===== src/rtl/tcbe_pkg.sv =====
// Shared types, constants and helpers for the TEA cipher-feedback encryptor.
package tcbe_pkg;

  // TEA round constant and round count
  localparam logic [31:0] TEA_DELTA  = 32'h9e37_79b9;
  localparam int          TEA_ROUNDS = 32;
  localparam int          CNT_W      = $clog2(TEA_ROUNDS);

  // Configuration register indexes
  localparam logic CFG_KEY_LOW  = 1'b0;
  localparam logic CFG_KEY_HIGH = 1'b1;

  // Full byte count of a block
  localparam logic [3:0] BYTES_FULL = 4'd8;

  // Source of the block loaded into the round unit
  typedef enum logic [1:0] {
    SRC_ONE,
    SRC_TWO,
    SRC_THREE,
    SRC_FB
  } src_t;

  // Destination of a finished key-derivation encryption
  typedef enum logic [1:0] {
    SAVE_NONE,
    SAVE_IV,
    SAVE_SK0,
    SAVE_SK1
  } save_t;

  // Commands from the controller to the datapath
  typedef struct packed {
    logic  latch_in;
    logic  start;
    src_t  src;
    logic  round;
    logic  use_session;
    save_t save;
    logic  push_iv;
    logic  push_ct;
  } cmd_t;

  // Status from the datapath to the controller
  typedef struct packed {
    logic out_free;
    logic last_blk;
  } sts_t;

  // Mask that keeps the top n bytes of a 64-bit word
  function automatic logic [63:0] top_mask(input logic [3:0] n);
    logic [63:0] m;
    case (n)
      4'd0:    m = 64'h0000_0000_0000_0000;
      4'd1:    m = 64'hff00_0000_0000_0000;
      4'd2:    m = 64'hffff_0000_0000_0000;
      4'd3:    m = 64'hffff_ff00_0000_0000;
      4'd4:    m = 64'hffff_ffff_0000_0000;
      4'd5:    m = 64'hffff_ffff_ff00_0000;
      4'd6:    m = 64'hffff_ffff_ffff_0000;
      4'd7:    m = 64'hffff_ffff_ffff_ff00;
      default: m = 64'hffff_ffff_ffff_ffff;
    endcase
    return m;
  endfunction

endpackage


===== src/rtl/tcbe_in_if.sv =====
// Plaintext input channel: valid/ready handshake with one block per item.
interface tcbe_in_if;
  logic        valid;
  logic        ready;
  logic [63:0] plain_block;
  logic [3:0]  byte_count;
  logic        last_block;

  modport source (output valid, output plain_block, output byte_count, output last_block,
                  input ready);
  modport sink   (input valid, input plain_block, input byte_count, input last_block,
                  output ready);
endinterface


===== src/rtl/tcbe_out_if.sv =====
// Result channel: valid/ready handshake carrying the IV or a ciphertext block.
interface tcbe_out_if;
  logic        valid;
  logic        ready;
  logic [63:0] cipher_word;
  logic [3:0]  out_bytes;
  logic        is_iv_block;
  logic        end_of_message;

  modport source (output valid, output cipher_word, output out_bytes, output is_iv_block,
                  output end_of_message, input ready);
  modport sink   (input valid, input cipher_word, input out_bytes, input is_iv_block,
                  input end_of_message, output ready);
endinterface


===== src/rtl/tea_cfb_block_encryptor_unit.sv =====
// TEA encryptor in 64-bit cipher feedback mode, one item per plaintext block.
// Every block runs through a single shared TEA round unit at one round per cycle: it is
// loaded, runs 32 rounds and goes to the output register once that is free; then the
// next item is taken. The first block of a message also derives the IV and the two
// session key words with three more encryptions on the same unit and yields two results
// (IV first, then the ciphertext). The user must write the key words through the cfg
// port only while the block is idle (not enforced here); they take effect at the next
// message start. A result may wait in the output register while the next item is taken.
module tea_cfb_block_encryptor_unit (
  input  logic        clk,
  input  logic        rst_n,
  tcbe_in_if.sink     in_ch,
  tcbe_out_if.source  out_ch,
  input  logic        cfg_we,
  input  logic        cfg_index,
  input  logic [63:0] cfg_wdata
);

  tcbe_pkg::cmd_t cmd;
  tcbe_pkg::sts_t sts;

  // sequencing
  tcbe_ctrl u_ctrl (
    .clk      (clk),
    .rst_n    (rst_n),
    .in_valid (in_ch.valid),
    .in_ready (in_ch.ready),
    .cmd      (cmd),
    .sts      (sts)
  );

  // round unit, keys and result register
  tcbe_datapath u_datapath (
    .clk                (clk),
    .rst_n              (rst_n),
    .cfg_we             (cfg_we),
    .cfg_index          (cfg_index),
    .cfg_wdata          (cfg_wdata),
    .in_plain_block     (in_ch.plain_block),
    .in_byte_count      (in_ch.byte_count),
    .in_last_block      (in_ch.last_block),
    .out_valid          (out_ch.valid),
    .out_ready          (out_ch.ready),
    .out_cipher_word    (out_ch.cipher_word),
    .out_out_bytes      (out_ch.out_bytes),
    .out_is_iv_block    (out_ch.is_iv_block),
    .out_end_of_message (out_ch.end_of_message),
    .cmd                (cmd),
    .sts                (sts)
  );

endmodule


===== src/rtl/tcbe_datapath.sv =====
// Datapath: key registers, session state, one TEA round unit and the output register.
module tcbe_datapath (
  input  logic             clk,
  input  logic             rst_n,
  input  logic             cfg_we,
  input  logic             cfg_index,
  input  logic [63:0]      cfg_wdata,
  input  logic [63:0]      in_plain_block,
  input  logic [3:0]       in_byte_count,
  input  logic             in_last_block,
  output logic             out_valid,
  input  logic             out_ready,
  output logic [63:0]      out_cipher_word,
  output logic [3:0]       out_out_bytes,
  output logic             out_is_iv_block,
  output logic             out_end_of_message,
  input  tcbe_pkg::cmd_t   cmd,
  output tcbe_pkg::sts_t   sts
);

  logic [63:0]  key_low_r, key_high_r;
  logic [127:0] sk_r;
  logic [63:0]  fb_r;
  logic [31:0]  a_r, b_r, sum_r;
  logic [63:0]  plain_r;
  logic [3:0]   count_r;
  logic         last_r;
  logic         out_valid_r;
  logic [63:0]  out_word_r;
  logic [3:0]   out_bytes_r;
  logic         out_iv_r;
  logic         out_eom_r;

  logic [63:0]  kw0, kw1, load_blk, enc_res, cipher;
  logic [31:0]  s_nxt, a_nxt, b_nxt;
  logic [3:0]   count_sat;

  // key words for the round: configured key while deriving, session key while encrypting a block
  assign kw0 = cmd.use_session ? sk_r[63:0]   : key_low_r;
  assign kw1 = cmd.use_session ? sk_r[127:64] : key_high_r;

  // one TEA round
  assign s_nxt = sum_r + tcbe_pkg::TEA_DELTA;
  assign a_nxt = a_r + (((b_r << 4) + kw0[31:0]) ^ (b_r + s_nxt) ^ ((b_r >> 5) + kw0[63:32]));
  assign b_nxt = b_r + (((a_nxt << 4) + kw1[31:0]) ^ (a_nxt + s_nxt)
                        ^ ((a_nxt >> 5) + kw1[63:32]));

  // block loaded at the start of an encryption
  always_comb begin
    case (cmd.src)
      tcbe_pkg::SRC_ONE:   load_blk = 64'd1;
      tcbe_pkg::SRC_TWO:   load_blk = 64'd2;
      tcbe_pkg::SRC_THREE: load_blk = 64'd3;
      default:             load_blk = fb_r;
    endcase
  end

  assign enc_res   = {b_r, a_r};
  assign cipher    = (enc_res ^ plain_r) & tcbe_pkg::top_mask(count_r);
  assign count_sat = (in_byte_count > tcbe_pkg::BYTES_FULL) ? tcbe_pkg::BYTES_FULL
                                                            : in_byte_count;

  // configuration registers
  always_ff @(posedge clk) begin
    if (!rst_n) begin
      key_low_r  <= '0;
      key_high_r <= '0;
    end else if (cfg_we) begin
      if (cfg_index == tcbe_pkg::CFG_KEY_LOW) key_low_r  <= cfg_wdata;
      else                                    key_high_r <= cfg_wdata;
    end
  end

  // round unit and latched item
  always_ff @(posedge clk) begin
    if (cmd.start) begin
      a_r   <= load_blk[31:0];
      b_r   <= load_blk[63:32];
      sum_r <= '0;
    end else if (cmd.round) begin
      a_r   <= a_nxt;
      b_r   <= b_nxt;
      sum_r <= s_nxt;
    end
    if (cmd.latch_in) begin
      plain_r <= in_plain_block;
      count_r <= count_sat;
      last_r  <= in_last_block;
    end
  end

  // feedback and session key
  always_ff @(posedge clk) begin
    case (cmd.save)
      tcbe_pkg::SAVE_IV:  fb_r          <= enc_res;
      tcbe_pkg::SAVE_SK0: sk_r[63:0]    <= enc_res;
      tcbe_pkg::SAVE_SK1: sk_r[127:64]  <= enc_res;
      default: ;
    endcase
    if (cmd.push_ct) fb_r <= cipher;
  end

  // output register
  always_ff @(posedge clk) begin
    if (!rst_n) begin
      out_valid_r <= 1'b0;
    end else if (cmd.push_iv || cmd.push_ct) begin
      out_valid_r <= 1'b1;
    end else if (out_ready) begin
      out_valid_r <= 1'b0;
    end
    if (cmd.push_iv) begin
      out_word_r  <= enc_res;
      out_bytes_r <= tcbe_pkg::BYTES_FULL;
      out_iv_r    <= 1'b1;
      out_eom_r   <= 1'b0;
    end else if (cmd.push_ct) begin
      out_word_r  <= cipher;
      out_bytes_r <= count_r;
      out_iv_r    <= 1'b0;
      out_eom_r   <= last_r;
    end
  end

  assign out_valid          = out_valid_r;
  assign out_cipher_word    = out_word_r;
  assign out_out_bytes      = out_bytes_r;
  assign out_is_iv_block    = out_iv_r;
  assign out_end_of_message = out_eom_r;

  assign sts.out_free = !out_valid_r || out_ready;
  assign sts.last_blk = last_r;

endmodule


===== src/rtl/tcbe_ctrl.sv =====
// Controller: sequences key derivation, block encryption and result hand-off.
module tcbe_ctrl (
  input  logic             clk,
  input  logic             rst_n,
  input  logic             in_valid,
  output logic             in_ready,
  output tcbe_pkg::cmd_t   cmd,
  input  tcbe_pkg::sts_t   sts
);

  typedef enum logic [2:0] {
    ST_IDLE,
    ST_DERIVE,
    ST_DSAVE,
    ST_ENC,
    ST_ESAVE
  } state_t;

  typedef enum logic [1:0] {
    PH_IV,
    PH_SK0,
    PH_SK1
  } phase_t;

  localparam logic [tcbe_pkg::CNT_W-1:0] CNT_LAST = tcbe_pkg::CNT_W'(tcbe_pkg::TEA_ROUNDS - 1);

  state_t                      state_r, state_nxt;
  phase_t                      phase_r, phase_nxt;
  logic [tcbe_pkg::CNT_W-1:0]  cnt_r, cnt_nxt;
  logic                        msg_start_r, msg_start_nxt;

  // next state and commands
  always_comb begin
    state_nxt     = state_r;
    phase_nxt     = phase_r;
    cnt_nxt       = cnt_r;
    msg_start_nxt = msg_start_r;
    cmd           = '0;
    case (state_r)
      ST_IDLE: begin
        if (in_valid) begin
          cmd.latch_in = 1'b1;
          cmd.start    = 1'b1;
          cnt_nxt      = '0;
          if (msg_start_r) begin
            cmd.src   = tcbe_pkg::SRC_ONE;
            phase_nxt = PH_IV;
            state_nxt = ST_DERIVE;
          end else begin
            cmd.src   = tcbe_pkg::SRC_FB;
            state_nxt = ST_ENC;
          end
        end
      end
      ST_DERIVE: begin
        cmd.round = 1'b1;
        cnt_nxt   = cnt_r + 1'b1;
        if (cnt_r == CNT_LAST) state_nxt = ST_DSAVE;
      end
      ST_DSAVE: begin
        cnt_nxt = '0;
        case (phase_r)
          PH_IV: begin
            // IV goes out first, so wait for the output register
            if (sts.out_free) begin
              cmd.push_iv = 1'b1;
              cmd.save    = tcbe_pkg::SAVE_IV;
              cmd.start   = 1'b1;
              cmd.src     = tcbe_pkg::SRC_TWO;
              phase_nxt   = PH_SK0;
              state_nxt   = ST_DERIVE;
            end
          end
          PH_SK0: begin
            cmd.save  = tcbe_pkg::SAVE_SK0;
            cmd.start = 1'b1;
            cmd.src   = tcbe_pkg::SRC_THREE;
            phase_nxt = PH_SK1;
            state_nxt = ST_DERIVE;
          end
          default: begin
            cmd.save      = tcbe_pkg::SAVE_SK1;
            cmd.start     = 1'b1;
            cmd.src       = tcbe_pkg::SRC_FB;
            msg_start_nxt = 1'b0;
            state_nxt     = ST_ENC;
          end
        endcase
      end
      ST_ENC: begin
        cmd.round       = 1'b1;
        cmd.use_session = 1'b1;
        cnt_nxt         = cnt_r + 1'b1;
        if (cnt_r == CNT_LAST) state_nxt = ST_ESAVE;
      end
      ST_ESAVE: begin
        if (sts.out_free) begin
          cmd.push_ct   = 1'b1;
          msg_start_nxt = sts.last_blk;
          state_nxt     = ST_IDLE;
        end
      end
      default: state_nxt = ST_IDLE;
    endcase
  end

  // state and registered control
  always_ff @(posedge clk) begin
    if (!rst_n) begin
      state_r     <= ST_IDLE;
      phase_r     <= PH_IV;
      cnt_r       <= '0;
      msg_start_r <= 1'b1;
    end else begin
      state_r     <= state_nxt;
      phase_r     <= phase_nxt;
      cnt_r       <= cnt_nxt;
      msg_start_r <= msg_start_nxt;
    end
  end

  assign in_ready = (state_r == ST_IDLE);

  // results are only pushed into a free output register
  a_push_free: assert property (@(posedge clk) disable iff (!rst_n)
    (cmd.push_iv || cmd.push_ct) |-> sts.out_free)
    else $error("result pushed into an occupied output register");

  // a finished message re-arms key derivation, otherwise it stays off
  a_msg_rearm: assert property (@(posedge clk) disable iff (!rst_n)
    cmd.push_ct |=> (msg_start_r == $past(sts.last_blk)))
    else $error("message start flag not updated from last block");

  // the round unit is never loaded and stepped in the same cycle
  a_start_round: assert property (@(posedge clk) disable iff (!rst_n)
    !(cmd.start && cmd.round))
    else $error("round unit loaded and stepped together");

  // an accepted item always starts the round unit
  a_accept_start: assert property (@(posedge clk) disable iff (!rst_n)
    (in_valid && in_ready) |-> (cmd.start && cmd.latch_in))
    else $error("accepted item did not start an encryption");

endmodule

===== src/flat_wrapper.sv =====
// flat-port wrapper written by rule: the top's interface ports become plain ports
module tea_cfb_block_encryptor_unit_flat 
  (clk, rst_n, cfg_we, cfg_index, cfg_wdata, in_ch_valid, in_ch_plain_block, in_ch_byte_count, in_ch_last_block, in_ch_ready, out_ch_valid, out_ch_cipher_word, out_ch_out_bytes, out_ch_is_iv_block, out_ch_end_of_message, out_ch_ready);
  tcbe_in_if in_ch_i ();
  tcbe_out_if out_ch_i ();
  input  logic clk;
  input  logic rst_n;
  input  logic cfg_we;
  input  logic cfg_index;
  input  logic [63:0] cfg_wdata;
  input wire logic [$bits(in_ch_i.valid)-1:0] in_ch_valid;
  input wire logic [$bits(in_ch_i.plain_block)-1:0] in_ch_plain_block;
  input wire logic [$bits(in_ch_i.byte_count)-1:0] in_ch_byte_count;
  input wire logic [$bits(in_ch_i.last_block)-1:0] in_ch_last_block;
  output wire logic [$bits(in_ch_i.ready)-1:0] in_ch_ready;
  output wire logic [$bits(out_ch_i.valid)-1:0] out_ch_valid;
  output wire logic [$bits(out_ch_i.cipher_word)-1:0] out_ch_cipher_word;
  output wire logic [$bits(out_ch_i.out_bytes)-1:0] out_ch_out_bytes;
  output wire logic [$bits(out_ch_i.is_iv_block)-1:0] out_ch_is_iv_block;
  output wire logic [$bits(out_ch_i.end_of_message)-1:0] out_ch_end_of_message;
  input wire logic [$bits(out_ch_i.ready)-1:0] out_ch_ready;
  assign in_ch_i.valid = in_ch_valid;
  assign in_ch_i.plain_block = in_ch_plain_block;
  assign in_ch_i.byte_count = in_ch_byte_count;
  assign in_ch_i.last_block = in_ch_last_block;
  assign in_ch_ready = in_ch_i.ready;
  assign out_ch_valid = out_ch_i.valid;
  assign out_ch_cipher_word = out_ch_i.cipher_word;
  assign out_ch_out_bytes = out_ch_i.out_bytes;
  assign out_ch_is_iv_block = out_ch_i.is_iv_block;
  assign out_ch_end_of_message = out_ch_i.end_of_message;
  assign out_ch_i.ready = out_ch_ready;
  tea_cfb_block_encryptor_unit u_core (.clk(clk), .rst_n(rst_n), .in_ch(in_ch_i), .out_ch(out_ch_i), .cfg_we(cfg_we), .cfg_index(cfg_index), .cfg_wdata(cfg_wdata));
endmodule

===== config.mk =====
export PLATFORM = sky130hd
export DESIGN_NAME = tea_cfb_block_encryptor_unit_flat
export DESIGN_NICKNAME = d
export VERILOG_FILES = /design/src/rtl/tcbe_pkg.sv /design/src/rtl/tcbe_in_if.sv /design/src/rtl/tcbe_out_if.sv /design/src/rtl/tea_cfb_block_encryptor_unit.sv /design/src/rtl/tcbe_datapath.sv /design/src/rtl/tcbe_ctrl.sv /design/src/flat_wrapper.sv
export SDC_FILE = /design/constraint.sdc
export NUM_CORES = 2
export LEC_CHECK = 0
export BUFFER_PORTS_ARGS = -buffer_cell sky130_fd_sc_hd__buf_2
export CAP_MARGIN = 20
export CORE_MARGIN = 5
export CORE_UTILIZATION = 38
export DETAILED_ROUTE_END_ITERATION = 16
export HOLD_SLACK_MARGIN = 0.1
export PLACE_DENSITY = 0.59
export SYNTH_ARGS = -nofsm -noshare
export SYNTH_HDL_FRONTEND = slang
export SYNTH_SLANG_ARGS = --single-unit
export TNS_END_PERCENT = 50

===== constraint.sdc =====
create_clock -name clk -period 16.2 [get_ports clk]
set_input_delay 0.81 -clock clk [delete_from_list [all_inputs] [get_ports clk]]
set_output_delay 0.81 -clock clk [all_outputs]
set_load 0.05 [all_outputs]

======== Yosys cells after proc, flatten, opt, wreduce, memory -nomap -nowiden ========
Memories as Yosys holds them, arrays and structs flattened. A register that Yosys moved wholly into a read port is not among the register bits.
Index checks and enable logic that the tools add are counted.
word-level totals
  ROM bits ................................ 448
  output and inout bits ................... 72
  flip-flop bits (word level) ............. 567
  memories kept ........................... 1
operators by class
  reductions and logical operators ........ 21
  add/subtract/negate cells ............... 10
  multiplexer cells ....................... 48
  magnitude comparators ................... 1
  bitwise logic cells ..................... 7
  eq/ne operators ......................... 19
memory list
  memory            words  bits a word  read ports  clocked after Yosys merged registers in  write ports  line            RTL
  (name not given)  8      56           1           1                                        0            tcbe_pkg.sv:53  case (n)
operator list
  cell                      count
  $mux W64                  7
  $add A32 B32 Y32          6
  $pmux W64 S3              1
  $mux W32                  4
  $xor A32 B32 Y32          4
  $add A27 B32 Y32          2
  $and A64 B64 Y64          1
  $xor A64 B64 Y64          1
  $add A32 B32 Y32 const B  1
  $mux W3                   9
  $pmux W3 S2               3
  $pmux W3 S5               1
  $pmux W5 S3               1
  $mux W2                   6
  $pmux W2 S2               3
  $reduce_bool A2 Y1        6
  $mux W1                   10
  $reduce_and A5 Y1         2
  $ne A2 B2 Y1 const B      4
  $eq A2 B1 Y1 const B      3
  $eq A2 B2 Y1 const B      3
  $eq A3 B2 Y1 const B      2
  $reduce_and A2 Y1         3
  $add A5 B1 Y5 const B     1
  18 further kinds          22

======== Depth between registers and ports, before layout ========
  depth in word-level cells ............... 13
  gate-level depth with buffers ........... 58
  depth with buffers taken out ............ 52

======== Modules after synthesis ========
From an unflattened synthesis, not the netlist that was laid out.
second synthesis, totals
  cells, all modules ...................... 3721
  area, all modules ....................... 36698.9 um2
by module, submodules not included
  module         instances  area an instance (um2)  cells an instance
  tcbe_datapath  1          36005.8                 3632
  tcbe_ctrl      1          693.2                   89

======== Worst setup path before layout ========
Ideal clock, no wire load.
  kind .................................... flip-flop to flip-flop
  start ................................... register u_core.u_ctrl.state_r[0]
  end ..................................... register u_core.u_datapath.b_r[30], data pin
  stages on the path, launching flop included .. 56
  data arrival time ....................... 10.493 ns
  slack ................................... 5.439 ns
  clock period less this slack ............ 10.761 ns
  cell sequence ........................... dfxtp_1 -> inv_1 -> nor2_1 -> and2_1 -> buf_2 -> buf_1 -> buf_2 -> buf_1 -> clkbuf_1 -> buf_1 -> nand2_1 -> nand2_1 -> ha_1 -> nor2b_1 -> o21ai_0 -> nand2b_1 -> a21o_1 -> a21o_1 -> [... 20 more ...] -> nand2_1 -> o31a_1 -> xnor2_1 -> xnor2_1 -> ha_1 -> a21o_1 -> a21o_1 -> a21o_1 -> a21oi_1 -> nor2b_1 -> or4_1 -> a2111oi_0 -> or3_1 -> o21ai_0 -> a21o_1 -> a21oi_1 -> xor2_1 -> o21ai_0
between the ends
  cells in the longest elaborated chain, start to end .. 13
RTL lines
  what                            line                 RTL
  from (decl)                     tcbe_ctrl.sv:27      state_t state_r, state_nxt;
  from (signal assigned)          tcbe_ctrl.sv:115     state_r <= state_nxt;
  $eq A3 B2 Y1                    tcbe_ctrl.sv:39      case (state_r)
  $mux W1                         tcbe_ctrl.sv:39
  $mux W64                        tcbe_datapath.sv:39  assign kw0 = cmd.use_session ? sk_r[63:0] : key_low_r;
  $add A32 B32 Y32                tcbe_datapath.sv:44  assign a_nxt = a_r + (((b_r << 4) + kw0[31:0]) ^ (b_r + s_nxt) ^ ((b_r >> 5) + kw0[63:32]));
  $xor A32 B32 Y32 (2 in series)  tcbe_datapath.sv:44
  $add A32 B32 Y32                tcbe_datapath.sv:44
  $add A32 B32 Y32                tcbe_datapath.sv:45  assign b_nxt = b_r + (((a_nxt << 4) + kw1[31:0]) ^ (a_nxt + s_nxt)
  $xor A32 B32 Y32                tcbe_datapath.sv:45
  $xor A32 B32 Y32                tcbe_datapath.sv:46  ^ ((a_nxt >> 5) + kw1[63:32]));
  $add A32 B32 Y32                tcbe_datapath.sv:45
  $mux W32                        tcbe_datapath.sv:80  end else if (cmd.round) begin
  $mux W32 (*)                    tcbe_datapath.sv:76  if (cmd.start) begin
  to (signal assigned)            tcbe_datapath.sv:78  b_r <= load_blk[63:32];
  to (signal assigned)            tcbe_datapath.sv:82  b_r <= b_nxt;
  to (decl)                       tcbe_datapath.sv:24  logic [31:0] a_r, b_r, sum_r;
Mark *: on every way between the ends. The rest lies on a longest branch, timed or not. The select of a mux whose other input is x is not followed.
A chain may end at the register's enable or synchronous reset.

======== Final worst setup path ========
Same ends and word-level chain as after synthesis.

==> impl_metrics.prom <==
# TYPE chip_impl_metric gauge
chip_impl_metric{name="synthesis.instances",unit=""} 3889
chip_impl_metric{name="yosysWarnings",unit=""} 0
chip_impl_metric{name="wirelength",unit="mm"} 118.7
chip_impl_metric{name="critPathMaxStageDelay",unit="ns"} 0.73
chip_impl_metric{name="path_max_fanout",unit=""} 47
chip_impl_info{name="layout_common_cells",value="nand2_1, o21ai_0, edfxtp_1"} 1
chip_impl_info{name="layout_commonest_cell",value="nand2_1"} 1
chip_impl_metric{name="wl_per_cell",unit="um"} 22.01
chip_impl_metric{name="arrival",unit="ns"} 12.00
chip_impl_metric{name="synth_nets",unit=""} 4280
chip_impl_metric{name="final.fill_count",unit=""} 9259
chip_impl_info{name="critical_path.most_common_cell",value="a21o_1"} 1
chip_impl_info{name="crit_slowest_cell",value="xor2_1"} 1
chip_impl_metric{name="cts_num_sinks",unit=""} 574
chip_impl_info{name="status",value="complete, no violations"} 1
chip_impl_metric{name="timing.fmax",unit="MHz"} 85.81
chip_impl_metric{name="min_period_over_period",unit="%"} 71.93
chip_impl_metric{name="cp.required",unit="ns"} 16.55
chip_impl_metric{name="die_height",unit="um"} 317.9
chip_impl_metric{name="post_synthesis_instance_area",unit="um^2"} 36030
chip_impl_metric{name="final.setup.tns",unit="ns"} 0
chip_impl_metric{name="timing_max_transition_violations_final",unit=""} 0
chip_impl_metric{name="reg2reg_depth",unit=""} 48
chip_impl_metric{name="wire_length_of_the_first_global_routing_pass",unit="mm"} 177.4
chip_impl_info{name="tritoncts_clock_tree",value="built"} 1
chip_impl_metric{name="grt.overflow.total",unit=""} 0
chip_impl_info{name="timing.critical_path.from_type",value="flop"} 1
chip_impl_metric{name="number_of_post_cts_setup_repair_buffers",unit=""} 0
chip_impl_metric{name="grt_start_max_net_pins",unit=""} 77
chip_impl_metric{name="clkLatencyLatePin",unit="ns"} 0.63
chip_impl_metric{name="holdPathStages",unit=""} 1
chip_impl_metric{name="register_bit_total_from_synthesis",unit=""} 574
chip_impl_metric{name="mapped_avg_cell_area",unit="um^2"} 9.265
chip_impl_metric{name="timing.max_slew.rel_slack",unit="%"} 30.73
chip_impl_metric{name="number_of_rows_created_at_floorplan",unit=""} 113
chip_impl_metric{name="ant_nets",unit=""} 0
chip_impl_metric{name="place.gp.congestion",unit=""} 0.9709
chip_impl_info{name="timing.setup.critical_path_class",value="flop to flop"} 1
chip_impl_metric{name="timing_hold_violations_final",unit=""} 0
chip_impl_metric{name="post_route_cells_drive_above_1_share",unit="%"} 10.36
chip_impl_metric{name="antenna_found_initial",unit=""} 12
chip_impl_metric{name="yosysUniqueCellTypes",unit=""} 94
chip_impl_metric{name="path_clk_slew",unit="ns"} 0.06
chip_impl_metric{name="postCtsResizedCells",unit=""} 0
chip_impl_metric{name="grt_use_total",unit="%"} 22.55
chip_impl_info{name="cts.root.buffer_cell",value="clkbuf_16"} 1
chip_impl_metric{name="timing_worst_slew_pin_value",unit="ns"} 1.028
chip_impl_metric{name="detailed_place_hpwl",unit="mm"} 90.43
chip_impl_metric{name="cts_hold_buf",unit=""} 0
chip_impl_metric{name="detail_route.drc_violations",unit=""} 0
chip_impl_metric{name="synth_enable_flop_cells",unit=""} 389
chip_impl_metric{name="synthArstFlopShare",unit="%"} 0
chip_impl_metric{name="numPortBuffers",unit=""} 210
chip_impl_metric{name="fin_nets",unit=""} 4458
chip_impl_metric{name="dieWidth",unit="um"} 317.9
chip_impl_metric{name="cts_buffers",unit=""} 68
chip_impl_metric{name="fp.coreArea",unit="um^2"} 94590
chip_impl_metric{name="dieArea",unit="um^2"} 101100
chip_impl_metric{name="vias_per_cell",unit=""} 5.494
chip_impl_info{name="grt_setup_unrepaired",value="no"} 1
chip_impl_info{name="hold_path.class",value="input pin to flop"} 1
chip_impl_metric{name="drv.max_cap_violation_count",unit=""} 0
chip_impl_metric{name="fin_skew",unit="ns"} 0.02657
chip_impl_metric{name="clk_path_buf_depth",unit=""} 3
chip_impl_metric{name="syn_to_final_growth",unit="%"} 13.42
chip_impl_metric{name="post_route_minimum_period",unit="ns"} 11.65
chip_impl_metric{name="initialDrtViolationCount",unit=""} 2645
chip_impl_metric{name="htree_num_levels",unit=""} 3
chip_impl_metric{name="first_pass_iters",unit=""} 5
chip_impl_metric{name="first_global_vias",unit=""} 28370
chip_impl_metric{name="number_of_primary_i_o_pins",unit=""} 211
chip_impl_metric{name="floorplan.initialDensity",unit="%"} 38.09
chip_impl_metric{name="yosysSeqAreaShare",unit="%"} 42.70
chip_impl_info{name="yosys_most_used_dff",value="edfxtp_1"} 1
chip_impl_info{name="end_kind",value="flop"} 1
chip_impl_metric{name="setup_violations",unit=""} 0
chip_impl_metric{name="dr_total_vias",unit=""} 29620
## state kept, by name, indices dropped and copies added, names as in the netlist, 3 cells and up, named ones only
signal / cells
u_core.u_datapath.sum_r: 32
u_core.u_datapath.a_r: 32
u_core.u_ctrl.state_r: 3
u_core.u_ctrl.cnt_r: 5
u_core.u_datapath.plain_r: 64
u_core.u_datapath.count_r: 4
u_core.u_datapath.out_cipher_word: 64
u_core.u_datapath.b_r: 32
u_core.u_datapath.out_out_bytes: 4
u_core.u_datapath.sk_r: 128
u_core.u_datapath.fb_r: 64
u_core.u_datapath.key_low_r: 64
u_core.u_datapath.key_high_r: 64
## kinds of logic after synthesis
kind of cell | synth area share, %
AOI/OAI and AO/OA | 19.10
xor gates and xnor gates | 9.914
adders and majority gates | 9.004
buffers and inverters | 2.136
DFF | 42.70
muxes | 0.7605
and+or+nand+nor | 16.39
## stage by stage
step	utilization, %	hold slack [ns]	area [um^2]	worst slack, ns	cells
2_1_floorplan	-	0.4235	36030	5.439	3889
3_3_place_gp	40.69	0.4386	38490	4.817	5262
3_5_place_dp	40.69	0.4455	38490	4.686	5262
4_1_cts	43.20	0.3114	40860	4.618	5388
5_1_grt	43.20	0.3292	40860	3.831	5388
6_report	43.21	0.3549	40870	4.547	5391
## synthesized netlist by cell type, types with 10 or more instances
master	count	area share (%)
a211oi_1	11	0.23
a21boi_0	134	2.8
a21o_1	124	2.6
a21oi_1	188	2.6
a22o_1	15	0.36
a31oi_1	15	0.26
and2_1	15	0.26
and3_1	22	0.38
buf_2	11	0.15
clkbuf_1	120	1.3
dfxtp_1	185	10
edfxtp_1	389	32
ha_1	244	8.5
inv_1	59	0.61
mux2i_1	24	0.67
nand2_1	807	8.4
nand2b_1	99	1.7
nand3_1	121	1.7
nand4_1	13	0.23
nor2_1	168	1.8
nor2b_1	36	0.63
nor3_1	28	0.39
o211ai_1	10	0.21
o21a_1	18	0.38
o21ai_0	395	5.5
o21ai_1	18	0.25
o21bai_1	32	0.67
o31ai_1	18	0.38
xnor2_1	305	7.4
xor2_1	85	2.1
## path summary, 6_finish.rpt
check	start	end	slack (ns)
max	u_core.u_ctrl.state_r[0]	u_core.u_datapath.b_r[30]	4.55
min	in_ch_plain_block[0]	u_core.u_datapath.plain_r[0]	0.35
max reg2reg	u_core.u_ctrl.state_r[0]	u_core.u_datapath.b_r[30]	4.55
min reg2reg	u_core.u_datapath.out_out_bytes[2]	u_core.u_datapath.out_out_bytes[2]	0.46
## area by class of cell
type | count | area (um^2) | area share, %
sequential | 574 | 15380 | 37.64
clock buffer | 85 | 1827 | 4.470
inverter | 62 | 234.0 | 0.5725
clock inverter | 41 | 544.3 | 1.332
timing repair buffer | 247 | 1331 | 3.257
tap | 1265 | 1583 | 3.873
antenna | 3 | 7.507 | 0.01837
multi-input combinational | 3114 | 19960 | 48.83
## per-layer routing
layer | vias to the layer above | track usage (%) | part of all wire, % | wire [um]
met4 | 8 | 4.556 | 1.8 | 2099
li1 | 14200 | - | - | -
met1 | 14310 | 34.57 | 49 | 58430
met5 | - | 0 | 0.035 | 42
met2 | 955 | 33.65 | 42 | 49780
met3 | 141 | 3.644 | 7.0 | 8307
## worst max-delay path, delay by kind of cell (launching register included)
family	cells	cell delay, ns
compound gates	26	5.07
simple gates	9	1.85
xor+xnor	6	1.66
fa+ha+maj	4	1.30
buf+inv	3	1.01
flops	1	0.45
Power is not shown: default switching activity piles up to over one toggle a cycle in this logic, so the estimate is an artifact.
